### src/c39_pkg.sv
// shared types, constants and the symbol match function of the code 39 decoder
// no dependencies; compiled first
package c39_pkg;

	localparam int C39_TIME_W    = 32;
	localparam int C39_THR_W     = 16;
	localparam int C39_CFG_IDX_W = 8;
	localparam int C39_PAT_W     = 9;
	localparam int C39_CHAR_W    = 7;
	localparam int C39_SYM_COUNT = 40;
	localparam int C39_FIFO_DEPTH = 4;
	localparam int C39_FIFO_PTR_W = $clog2(C39_FIFO_DEPTH);
	localparam int C39_FIFO_CNT_W = $clog2(C39_FIFO_DEPTH + 1);
	localparam int C39_CNT_W     = 4;

	// configuration register indexes
	localparam logic [C39_CFG_IDX_W-1:0] C39_CFG_NARROW_MIN = 8'd0;
	localparam logic [C39_CFG_IDX_W-1:0] C39_CFG_WIDE_MIN   = 8'd1;

	// reset values of the thresholds
	localparam logic [C39_THR_W-1:0] C39_NARROW_MIN_RST = 16'd300;
	localparam logic [C39_THR_W-1:0] C39_WIDE_MIN_RST   = 16'd600;

	// index of the element that completes a symbol
	localparam logic [C39_CNT_W-1:0] C39_LAST_ELEM = 4'd8;

	// one classified element between front and back
	typedef struct packed {
		logic valid;
		logic wide;
	} c39_elem_t;

	typedef struct packed {
		logic                  matched;
		logic [C39_CHAR_W-1:0] char_code;
	} c39_match_t;

	// standard code 39 wide-element patterns, first element in the msb
	localparam logic [C39_PAT_W-1:0] C39_SYM_PATTERN [C39_SYM_COUNT] = '{
		9'h109, 9'h049, 9'h148, 9'h019, 9'h118, 9'h058, 9'h00D, 9'h10C, 9'h04C, 9'h01C,
		9'h103, 9'h043, 9'h142, 9'h013, 9'h112, 9'h052, 9'h007, 9'h106, 9'h046, 9'h016,
		9'h181, 9'h0C1, 9'h1C0, 9'h091, 9'h190, 9'h0D0,
		9'h034, 9'h121, 9'h061, 9'h160, 9'h031, 9'h130, 9'h070, 9'h025, 9'h124, 9'h064,
		9'h085, 9'h184, 9'h0C4, 9'h094
	};

	// ascii of A..Z, 0..9, dash, period, space, star
	localparam logic [C39_CHAR_W-1:0] C39_SYM_ASCII [C39_SYM_COUNT] = '{
		7'h41, 7'h42, 7'h43, 7'h44, 7'h45, 7'h46, 7'h47, 7'h48, 7'h49, 7'h4A,
		7'h4B, 7'h4C, 7'h4D, 7'h4E, 7'h4F, 7'h50, 7'h51, 7'h52, 7'h53, 7'h54,
		7'h55, 7'h56, 7'h57, 7'h58, 7'h59, 7'h5A,
		7'h30, 7'h31, 7'h32, 7'h33, 7'h34, 7'h35, 7'h36, 7'h37, 7'h38, 7'h39,
		7'h2D, 7'h2E, 7'h20, 7'h2A
	};

	// parallel compare against all symbols; patterns are unique
	function automatic c39_match_t c39_match(input logic [C39_PAT_W-1:0] pat);
		c39_match_t res;
		res = '0;
		for (int k = 0; k < C39_SYM_COUNT; k++) begin
			if (C39_SYM_PATTERN[k] == pat) begin
				res.matched   = 1'b1;
				res.char_code = C39_SYM_ASCII[k];
			end
		end
		return res;
	endfunction

endpackage

### src/c39_if.sv
// channel interfaces of the code 39 decoder: samples, results, configuration
// depends on c39_pkg
interface c39_sample_if;
	import c39_pkg::*;
	logic                  valid;
	logic                  ready;
	logic                  line_level;
	logic [C39_TIME_W-1:0] time_ms;
	modport source (output valid, line_level, time_ms, input ready);
	modport sink (input valid, line_level, time_ms, output ready);
endinterface

interface c39_result_if;
	import c39_pkg::*;
	logic                  valid;
	logic                  ready;
	logic                  matched;
	logic [C39_CHAR_W-1:0] char_code;
	logic [C39_PAT_W-1:0]  wide_pattern;
	modport source (output valid, matched, char_code, wide_pattern, input ready);
	modport sink (input valid, matched, char_code, wide_pattern, output ready);
endinterface

interface c39_cfg_if;
	import c39_pkg::*;
	logic                     valid;
	logic                     ready;
	logic [C39_CFG_IDX_W-1:0] index;
	logic [C39_THR_W-1:0]     data;
	modport source (output valid, index, data, input ready);
	modport sink (input valid, index, data, output ready);
endinterface

### src/c39_front.sv
// front end: edge detect, pulse width, element classification, threshold registers
// depends on c39_pkg and c39_if
module c39_front (
	input  logic               clk,
	input  logic               arst_n,
	c39_sample_if.sink         sample,
	c39_cfg_if.sink            cfg,
	input  logic               fifo_full,
	output c39_pkg::c39_elem_t push
);
	import c39_pkg::*;

	logic                  active_q;
	logic [C39_TIME_W-1:0] start_q;
	logic [C39_THR_W-1:0]  narrow_min_q;
	logic [C39_THR_W-1:0]  wide_min_q;
	logic                  accept;
	logic                  rise;
	logic                  fall;
	logic [C39_TIME_W-1:0] width;

	assign sample.ready = !fifo_full;
	assign cfg.ready    = 1'b1;
	assign accept       = sample.valid && sample.ready;

	// edge detect and width with 32-bit wrap
	always_comb begin
		rise  = sample.line_level && !active_q;
		fall  = !sample.line_level && active_q;
		width = sample.time_ms - start_q;
		push.valid = accept && fall
			&& (width > {{(C39_TIME_W-C39_THR_W){1'b0}}, narrow_min_q});
		push.wide  = width >= {{(C39_TIME_W-C39_THR_W){1'b0}}, wide_min_q};
	end

	// pulse tracking
	always_ff @(posedge clk or negedge arst_n) begin
		if (!arst_n) begin
			active_q <= 1'b0;
			start_q  <= '0;
		end else if (accept) begin
			if (rise) begin
				active_q <= 1'b1;
				start_q  <= sample.time_ms;
			end else if (fall) begin
				active_q <= 1'b0;
			end
		end
	end

	// threshold registers; other indexes ignored
	always_ff @(posedge clk or negedge arst_n) begin
		if (!arst_n) begin
			narrow_min_q <= C39_NARROW_MIN_RST;
			wide_min_q   <= C39_WIDE_MIN_RST;
		end else if (cfg.valid && cfg.ready) begin
			case (cfg.index)
				C39_CFG_NARROW_MIN: narrow_min_q <= cfg.data;
				C39_CFG_WIDE_MIN:   wide_min_q   <= cfg.data;
				default: ;
			endcase
		end
	end

endmodule

### src/c39_fifo.sv
// short element queue between front and back
// depends on c39_pkg
module c39_fifo (
	input  logic               clk,
	input  logic               arst_n,
	input  c39_pkg::c39_elem_t push,
	input  logic               pop,
	output logic               full,
	output c39_pkg::c39_elem_t head
);
	import c39_pkg::*;

	logic                      mem_q [C39_FIFO_DEPTH];
	logic [C39_FIFO_PTR_W-1:0] wr_ptr_q;
	logic [C39_FIFO_PTR_W-1:0] rd_ptr_q;
	logic [C39_FIFO_CNT_W-1:0] count_q;
	logic                      do_pop;

	assign full       = count_q == C39_FIFO_CNT_W'(C39_FIFO_DEPTH);
	assign head.valid = count_q != '0;
	assign head.wide  = mem_q[rd_ptr_q];
	assign do_pop     = pop && head.valid;

	// storage
	always_ff @(posedge clk) begin
		if (push.valid) begin
			mem_q[wr_ptr_q] <= push.wide;
		end
	end

	// pointers and fill count
	always_ff @(posedge clk or negedge arst_n) begin
		if (!arst_n) begin
			wr_ptr_q <= '0;
			rd_ptr_q <= '0;
			count_q  <= '0;
		end else begin
			if (push.valid) begin
				wr_ptr_q <= wr_ptr_q + 1'b1;
			end
			if (do_pop) begin
				rd_ptr_q <= rd_ptr_q + 1'b1;
			end
			case ({push.valid, do_pop})
				2'b10:   count_q <= count_q + 1'b1;
				2'b01:   count_q <= count_q - 1'b1;
				default: count_q <= count_q;
			endcase
		end
	end

endmodule

### src/c39_back.sv
// back end: pattern assembly, symbol match and result register
// depends on c39_pkg and c39_if
module c39_back (
	input  logic               clk,
	input  logic               arst_n,
	input  c39_pkg::c39_elem_t head,
	output logic               pop,
	c39_result_if.source       result
);
	import c39_pkg::*;

	logic [C39_CNT_W-1:0]  count_q;
	logic [C39_PAT_W-1:0]  pattern_q;
	logic                  out_valid_q;
	logic                  matched_q;
	logic [C39_CHAR_W-1:0] char_code_q;
	logic [C39_PAT_W-1:0]  wide_pattern_q;
	logic                  last;
	logic [C39_PAT_W-1:0]  pattern_next;
	c39_match_t            hit;

	assign result.valid        = out_valid_q;
	assign result.matched      = matched_q;
	assign result.char_code    = char_code_q;
	assign result.wide_pattern = wide_pattern_q;

	// take an element unless the ninth would hit a stalled result register
	always_comb begin
		last         = count_q == C39_LAST_ELEM;
		pop          = head.valid && !(last && out_valid_q && !result.ready);
		pattern_next = {pattern_q[C39_PAT_W-2:0], head.wide};
		hit          = c39_match(pattern_next);
	end

	// element count and pattern shift
	always_ff @(posedge clk or negedge arst_n) begin
		if (!arst_n) begin
			count_q   <= '0;
			pattern_q <= '0;
		end else if (pop) begin
			if (last) begin
				count_q   <= '0;
				pattern_q <= '0;
			end else begin
				count_q   <= count_q + 1'b1;
				pattern_q <= pattern_next;
			end
		end
	end

	// result valid
	always_ff @(posedge clk or negedge arst_n) begin
		if (!arst_n) begin
			out_valid_q <= 1'b0;
		end else if (pop && last) begin
			out_valid_q <= 1'b1;
		end else if (result.ready) begin
			out_valid_q <= 1'b0;
		end
	end

	// result word
	always_ff @(posedge clk) begin
		if (pop && last) begin
			matched_q      <= hit.matched;
			char_code_q    <= hit.char_code;
			wide_pattern_q <= pattern_next;
		end
	end

endmodule

### src/code39_pulse_width_decoder.sv
// top level of the code 39 pulse width decoder
// depends on c39_pkg, c39_if, c39_front, c39_fifo, c39_back
//
// sample channel: one word per scanner sample, line_level and a millisecond time_ms.
// a rising level starts a pulse; a falling level ends it and its width (time difference,
// 32-bit wrap) becomes an element when it exceeds narrow_min_ms, wide when it reaches
// wide_min_ms. every ninth element yields one result word.
// result channel: matched, char_code (ascii, 0 when unknown) and the nine-element
// wide_pattern, first element in bit 8.
// cfg channel: index 0 writes narrow_min_ms, index 1 writes wide_min_ms, other indexes
// are dropped; always ready. write only while the block is idle.
// throughput: one sample per cycle unless the queue is full; one subtract, two compares.
// path: the ninth element enters the queue, then the back end loads the result register.
// a four-word element queue separates front and back; when the receiver stalls, the
// result register holds, the back end stops at the next ninth element and the queue
// fills, after which sample ready drops.
// reset: thresholds return to 300 and 600 ms, pulse, pattern, count and queue clear.
module code39_pulse_width_decoder (
	input  logic         clk,
	input  logic         arst_n,
	c39_sample_if.sink   sample,
	c39_result_if.source result,
	c39_cfg_if.sink      cfg
);
	import c39_pkg::*;

	c39_elem_t push;
	c39_elem_t head;
	logic      fifo_full;
	logic      pop;

	// classify samples into elements
	c39_front u_front (
		.clk       (clk),
		.arst_n    (arst_n),
		.sample    (sample),
		.cfg       (cfg),
		.fifo_full (fifo_full),
		.push      (push)
	);

	// element queue
	c39_fifo u_fifo (
		.clk    (clk),
		.arst_n (arst_n),
		.push   (push),
		.pop    (pop),
		.full   (fifo_full),
		.head   (head)
	);

	// assemble and match symbols
	c39_back u_back (
		.clk    (clk),
		.arst_n (arst_n),
		.head   (head),
		.pop    (pop),
		.result (result)
	);

endmodule

### src/flat_wrapper.sv
// flat-port wrapper written by rule: the top's interface ports become plain ports
module code39_pulse_width_decoder_flat import c39_pkg::*;
  (clk, arst_n, sample_valid, sample_line_level, sample_time_ms, sample_ready, result_valid, result_matched, result_char_code, result_wide_pattern, result_ready, cfg_valid, cfg_index, cfg_data, cfg_ready);
  c39_sample_if sample_i ();
  c39_result_if result_i ();
  c39_cfg_if cfg_i ();
  input  logic clk;
  input  logic arst_n;
  input wire logic [$bits(sample_i.valid)-1:0] sample_valid;
  input wire logic [$bits(sample_i.line_level)-1:0] sample_line_level;
  input wire logic [$bits(sample_i.time_ms)-1:0] sample_time_ms;
  output wire logic [$bits(sample_i.ready)-1:0] sample_ready;
  output wire logic [$bits(result_i.valid)-1:0] result_valid;
  output wire logic [$bits(result_i.matched)-1:0] result_matched;
  output wire logic [$bits(result_i.char_code)-1:0] result_char_code;
  output wire logic [$bits(result_i.wide_pattern)-1:0] result_wide_pattern;
  input wire logic [$bits(result_i.ready)-1:0] result_ready;
  input wire logic [$bits(cfg_i.valid)-1:0] cfg_valid;
  input wire logic [$bits(cfg_i.index)-1:0] cfg_index;
  input wire logic [$bits(cfg_i.data)-1:0] cfg_data;
  output wire logic [$bits(cfg_i.ready)-1:0] cfg_ready;
  assign sample_i.valid = sample_valid;
  assign sample_i.line_level = sample_line_level;
  assign sample_i.time_ms = sample_time_ms;
  assign sample_ready = sample_i.ready;
  assign result_valid = result_i.valid;
  assign result_matched = result_i.matched;
  assign result_char_code = result_i.char_code;
  assign result_wide_pattern = result_i.wide_pattern;
  assign result_i.ready = result_ready;
  assign cfg_i.valid = cfg_valid;
  assign cfg_i.index = cfg_index;
  assign cfg_i.data = cfg_data;
  assign cfg_ready = cfg_i.ready;
  code39_pulse_width_decoder u_core (.clk(clk), .arst_n(arst_n), .sample(sample_i), .result(result_i), .cfg(cfg_i));
endmodule
### config.mk
export PLATFORM = sky130hd
export DESIGN_NAME = code39_pulse_width_decoder_flat
export DESIGN_NICKNAME = d
export VERILOG_FILES = /design/src/c39_pkg.sv /design/src/c39_if.sv /design/src/c39_front.sv /design/src/c39_fifo.sv /design/src/c39_back.sv /design/src/code39_pulse_width_decoder.sv /design/src/flat_wrapper.sv
export SDC_FILE = /design/constraint.sdc
export NUM_CORES = 1
export LEC_CHECK = 0
export BUFFER_PORTS_ARGS = -buffer_cell sky130_fd_sc_hd__buf_2
export CORE_ASPECT_RATIO = 2
export CORE_MARGIN = 2
export CORE_UTILIZATION = 45
export DETAILED_ROUTE_END_ITERATION = 16
export HOLD_SLACK_MARGIN = 0.1
export PLACE_DENSITY = 0.66
export SLEW_MARGIN = 20
export SYNTH_ARGS = -nofsm -noshare
export SYNTH_HDL_FRONTEND = slang
export SYNTH_SLANG_ARGS = --single-unit
### constraint.sdc
create_clock -name clk -period 5.35 [get_ports clk]
set_input_delay 0.535 -clock clk [delete_from_list [all_inputs] [get_ports clk]]
set_output_delay 0.535 -clock clk [all_outputs]
set_load 0.01 [all_outputs]
==> summary.md <==
| Metric | Value |
|---|---|
| Pins Over Slew Limit | `0` |
| Setup WS pre-CTS | `-0.183 ns` |
| Reg power frac | `25.5%` |
| Largest family of logic cells by synthesized area | `simple AND/OR/NAND/NOR gates` |
| RSZ-0062 raised after global routing | `no` |
| Final std cells w/o fill | `1166` |
| Row cnt | `68` |
| Proportion of synthesized area in mux cells | `7.77%` |
| Drt drc | `0` |
| Post-synthesis compound-gate area fraction | `17.9%` |
| Post-Place Cells | `1149` |
| Worst Path Arrival | `5.09 ns` |
| Switching portion of total power | `46.1%` |
| Seq/Total Area, Yosys | `34.8%` |
| WHS Endpoint | `u_core.u_front.narrow_min_q[4]` |
| Post-synthesis register bit count | `106` |
| Die footprint | `0.0188 sq mm` |
| Top Metal Used | `met4` |
| Vias per std cell | `5.88` |
| Area Growth Syn to Fin | `12.6%` |
| Tot GR Track Use | `21.7%` |
| Clock power frac | `12.6%` |
| Skew-Pair Late Insertion Delay | `0.35 ns` |
| WHS | `0.395 ns` |
| Share of cells above drive strength 1 | `21.0%` |
| Startpoint types | `flip-flop` |
| Total congestion overflow | `0` |
| Most common cell after layout, fill and taps aside | `inv_1` |
| Syn_area_per_cell | `9.11 sq um` |
| Cell Pwr Density | `566 mW/mm^2` |
| Synth Area in XOR/XNOR | `3.63%` |
| Post-Route Skew | `0.00561 ns` |
| Post-route antenna net violation count | `0` |
| Status | `complete, no violations` |
| Diode count | `0` |
| Worst EP required | `5.63 ns` |
| Met3 Wirelength | `729 microns` |
| YS warnings | `0` |
| Cells on worst reg2reg path | `27` |
| Number of synthesized flops with an enable pin | `21` |
| RR Endpoint | `u_core.u_fifo.count_q[2]` |
| Crit path kind | `reg2reg` |
| Gate Count Post-Synth | `873` |
| Internal power | `0.00273 W` |
| HP Start | `cfg_data[4]` |
| Worst-case clock buffer depth | `2` |
| CTS sink count | `106` |
| First-pass GRT wire length | `32.7 mm` |
| Share of synthesized registers carrying an async set or reset | `80.2%` |
| Top-area cell type share of the netlist area | `24.2%` |
| Fillcell total | `1697` |
| Critical Path Sink Type | `flip-flop` |
| Max VDD drop | `0.288 mV` |
| H-tree Lvls | `3` |
| Synth Cell Area | `0.00795 sq mm` |
| Synth area leaders | `dfrtp_1 (24%), ha_1 (11%), edfxtp_1 (7.9%)` |
| Internal reg-to-reg setup slack | `0.54 ns` |
| Slew @ Worst Pin | `0.856 ns` |
| Post-synth cell types | `83` |
| Min cycle time layout | `4.81 ns` |
| Switching power | `0.00234 W` |
| Via count | `6851` |
| Leak | `4.03 nW` |
| Horiz. Die Dim | `98.0 microns` |
| Per-cell routed wire length | `17.2 microns` |
| Clk slew on worst S/H paths | `0.07 ns` |
| Largest net degree at the start of global routing | `67` |
| Hold Fails Final Rpt | `0` |
| Synth Area in Simple Gates | `18.2%` |
| Final Worst Setup Slack | `0.540 ns` |
| Hold Path Stages | `3` |
| Max Cap Violations | `0` |
| Cell taking the most area after synthesis | `dfrtp_1` |
| Final period util | `89.9%` |
| Most frequent cells in the layout | `inv_1 (81), buf_2 (79), dfrtp_1 (77), ha_1 (72), nand2_1 (61)` |
| Combinational power share | `61.9%` |
| I/O Buffers | `80` |
| Headroom to the max-slew limit | `43.0%` |
| Vias in the first global route | `6916` |
| Post-DP HPWL | `16.2 mm` |
| Mapped Nets | `1009` |
| Placer congestion estimate | `0.908` |
| FMAX | `208 MHz` |
| R2r startpoint | `u_core.u_front.start_q[0]` |
| Core area | `0.0173 sq mm` |
| Final setup violation count | `0` |
| I/O Pins | `82` |
| Clk root buf | `clkbuf_16` |
| Initial antenna violation count | `0` |
| Post-CTS setup buffer count | `0` |
| Cts bufs inserted | `9` |
| HP Class | `in2reg` |
| Iter 0 DRT Violations | `252` |
| WL met1 | `6.75 mm` |
| Worst-path fanout max | `2` |
| Pre-antenna DRT Iters | `5` |
| NumNets Final | `1087` |
| Initial Utilization | `46.0%` |
| Routed WL | `20.1 mm` |
| Die Height | `192 microns` |
| DR WL met2 | `11.5 mm` |
| Adder-cell share of the synthesized area | `11.8%` |
| CTS tree | `yes` |
| Synth Flop Type | `dfrtp_1` |
## critical path, stage by stage (launching register included)
cell	delay, ns
dfrtp_1	0.35
ha_1	0.16
inv_1	0.05
fa_2	0.35
a211o_1	0.26
o211ai_1	0.10
a21oi_1	0.12
and2_1	0.18
o21ai_1	0.10
nor2b_2	0.15
o21ai_0	0.08
a21oi_1	0.16
xnor2_1	0.12
ha_1	0.31
nand4_1	0.09
or2_2	0.32
nor3_4	0.20
buf_4	0.13
a21o_1	0.09
nand2_1	0.08
nor4_4	0.18
or2_1	0.16
ha_1	0.16
inv_1	0.06
fa_1	0.37
xor2_1	0.15
nor2_1	0.11
xor2_1	0.14
## registers in the layout (all words and copies together) (netlist names)
register,flops
u_core.u_fifo.rd_ptr_q,2
u_core.u_front.narrow_min_q,16
u_core.u_back.result.wide_pattern,9
u_core.u_back.pattern_q,8
u_core.u_fifo.wr_ptr_q,2
u_core.u_front.wide_min_q,16
u_core.u_back.count_q,4
u_core.u_front.start_q,32
u_core.u_front.active_q,1
u_core.u_fifo.count_q,3
u_core.u_fifo.mem_q,4
u_core.u_back.result.valid,1
u_core.u_back.result.char_code,7
u_core.u_back.result.matched,1
## power groups by stage
stage                     logic [W]  registers, W  clock network, W
after global placement      0.00306       0.00130                 0
after floorplan             0.00235       0.00120                 0
after detailed placement    0.00310       0.00131                 0
after global routing        0.00350       0.00132          0.000682
final                       0.00314       0.00129          0.000636
after CTS                   0.00312       0.00129          0.000650
## per-stage QoR
step           total power (W)  TNS (ns)  utilization, %  area, sq um
3_3_place_gp           0.00436   -0.0430            50.0         8640
5_1_grt                0.00551         0            51.8         8950
2_1_floorplan          0.00356         0               -         7950
6_report               0.00507         0            51.8         8950
4_1_cts                0.00506         0            51.7         8920
3_5_place_dp           0.00441    -0.205            50.0         8640
## cell type report
class / count / area (sq um) / share of cell area [%]
clock buffers: 12 / 246 / 2.75
flip-flops and latches: 106 / 2770 / 30.9
inverters: 84 / 315 / 3.52
repair buffers: 103 / 578 / 6.46
clock inverters: 4 / 25.0 / 0.280
well taps: 210 / 263 / 2.94
multi-input cells: 647 / 4760 / 53.1
## synthesized netlist by cell type, types with 4 or more instances
library cell  number
inv_1             81
dfrtp_1           77
ha_1              72
nand2_1           61
nor2_1            55
mux2_2            52
o21ai_0           51
a21oi_1           37
nor3_1            28
nand3_1           27
clkbuf_1          25
edfxtp_1          21
xnor2_1           21
a21o_1            18
nand4_1           17
nand2b_1          15
nor2b_1           14
a31oi_1           12
o21a_1            12
xor2_1            12
a211oi_1          10
nor4_1            10
dfstp_2            8
nor3b_1            8
o211ai_1           8
a22o_1             6
and2_1             6
buf_2              6
a221oi_1           4
a311oi_1           4
o2111ai_1          4
o22ai_1            4
or3_1              4
## layer usage
metal	GRT usage, %	vias to the layer above
met3	2.66	65
met1	20.0	3273
met4	13.4	0
met5	0	-
li1	-	3325
met2	43.8	188
## worst max-delay path by stage
| stage | start | slack [ns] | end |
|---|---|---|---|
| after floorplan | sample_time_ms[0] | 0.05 | u_core.u_fifo.count_q[2] |
| after global placement | sample_time_ms[0] | -0.04 | u_core.u_fifo.count_q[2] |
| after detailed placement | sample_time_ms[0] | -0.18 | u_core.u_fifo.count_q[2] |
| after CTS | u_core.u_front.start_q[0] | 0.15 | u_core.u_fifo.count_q[2] |
| after global routing | u_core.u_front.start_q[0] | 0.03 | u_core.u_fifo.count_q[2] |
| final | u_core.u_front.start_q[0] | 0.54 | u_core.u_fifo.count_q[2] |
## logic make-up after synthesis
| family | Yosys count |
|---|---|
| compound gates | 209 |
| xor+xnor | 33 |
| fa+ha+maj | 74 |
| buf+inv | 120 |
| flops | 106 |
| mux | 54 |
| other cells | 1 |
| simple gates | 276 |
## repair_timing
action / CTS / global route
endpoints found under the hold margin: 19 / 0
gates resized for setup: 0 / 8
hold buffers: 1 / 0
setup endpoints to repair: 0 / 2
(Power assumes the default switching activity.)
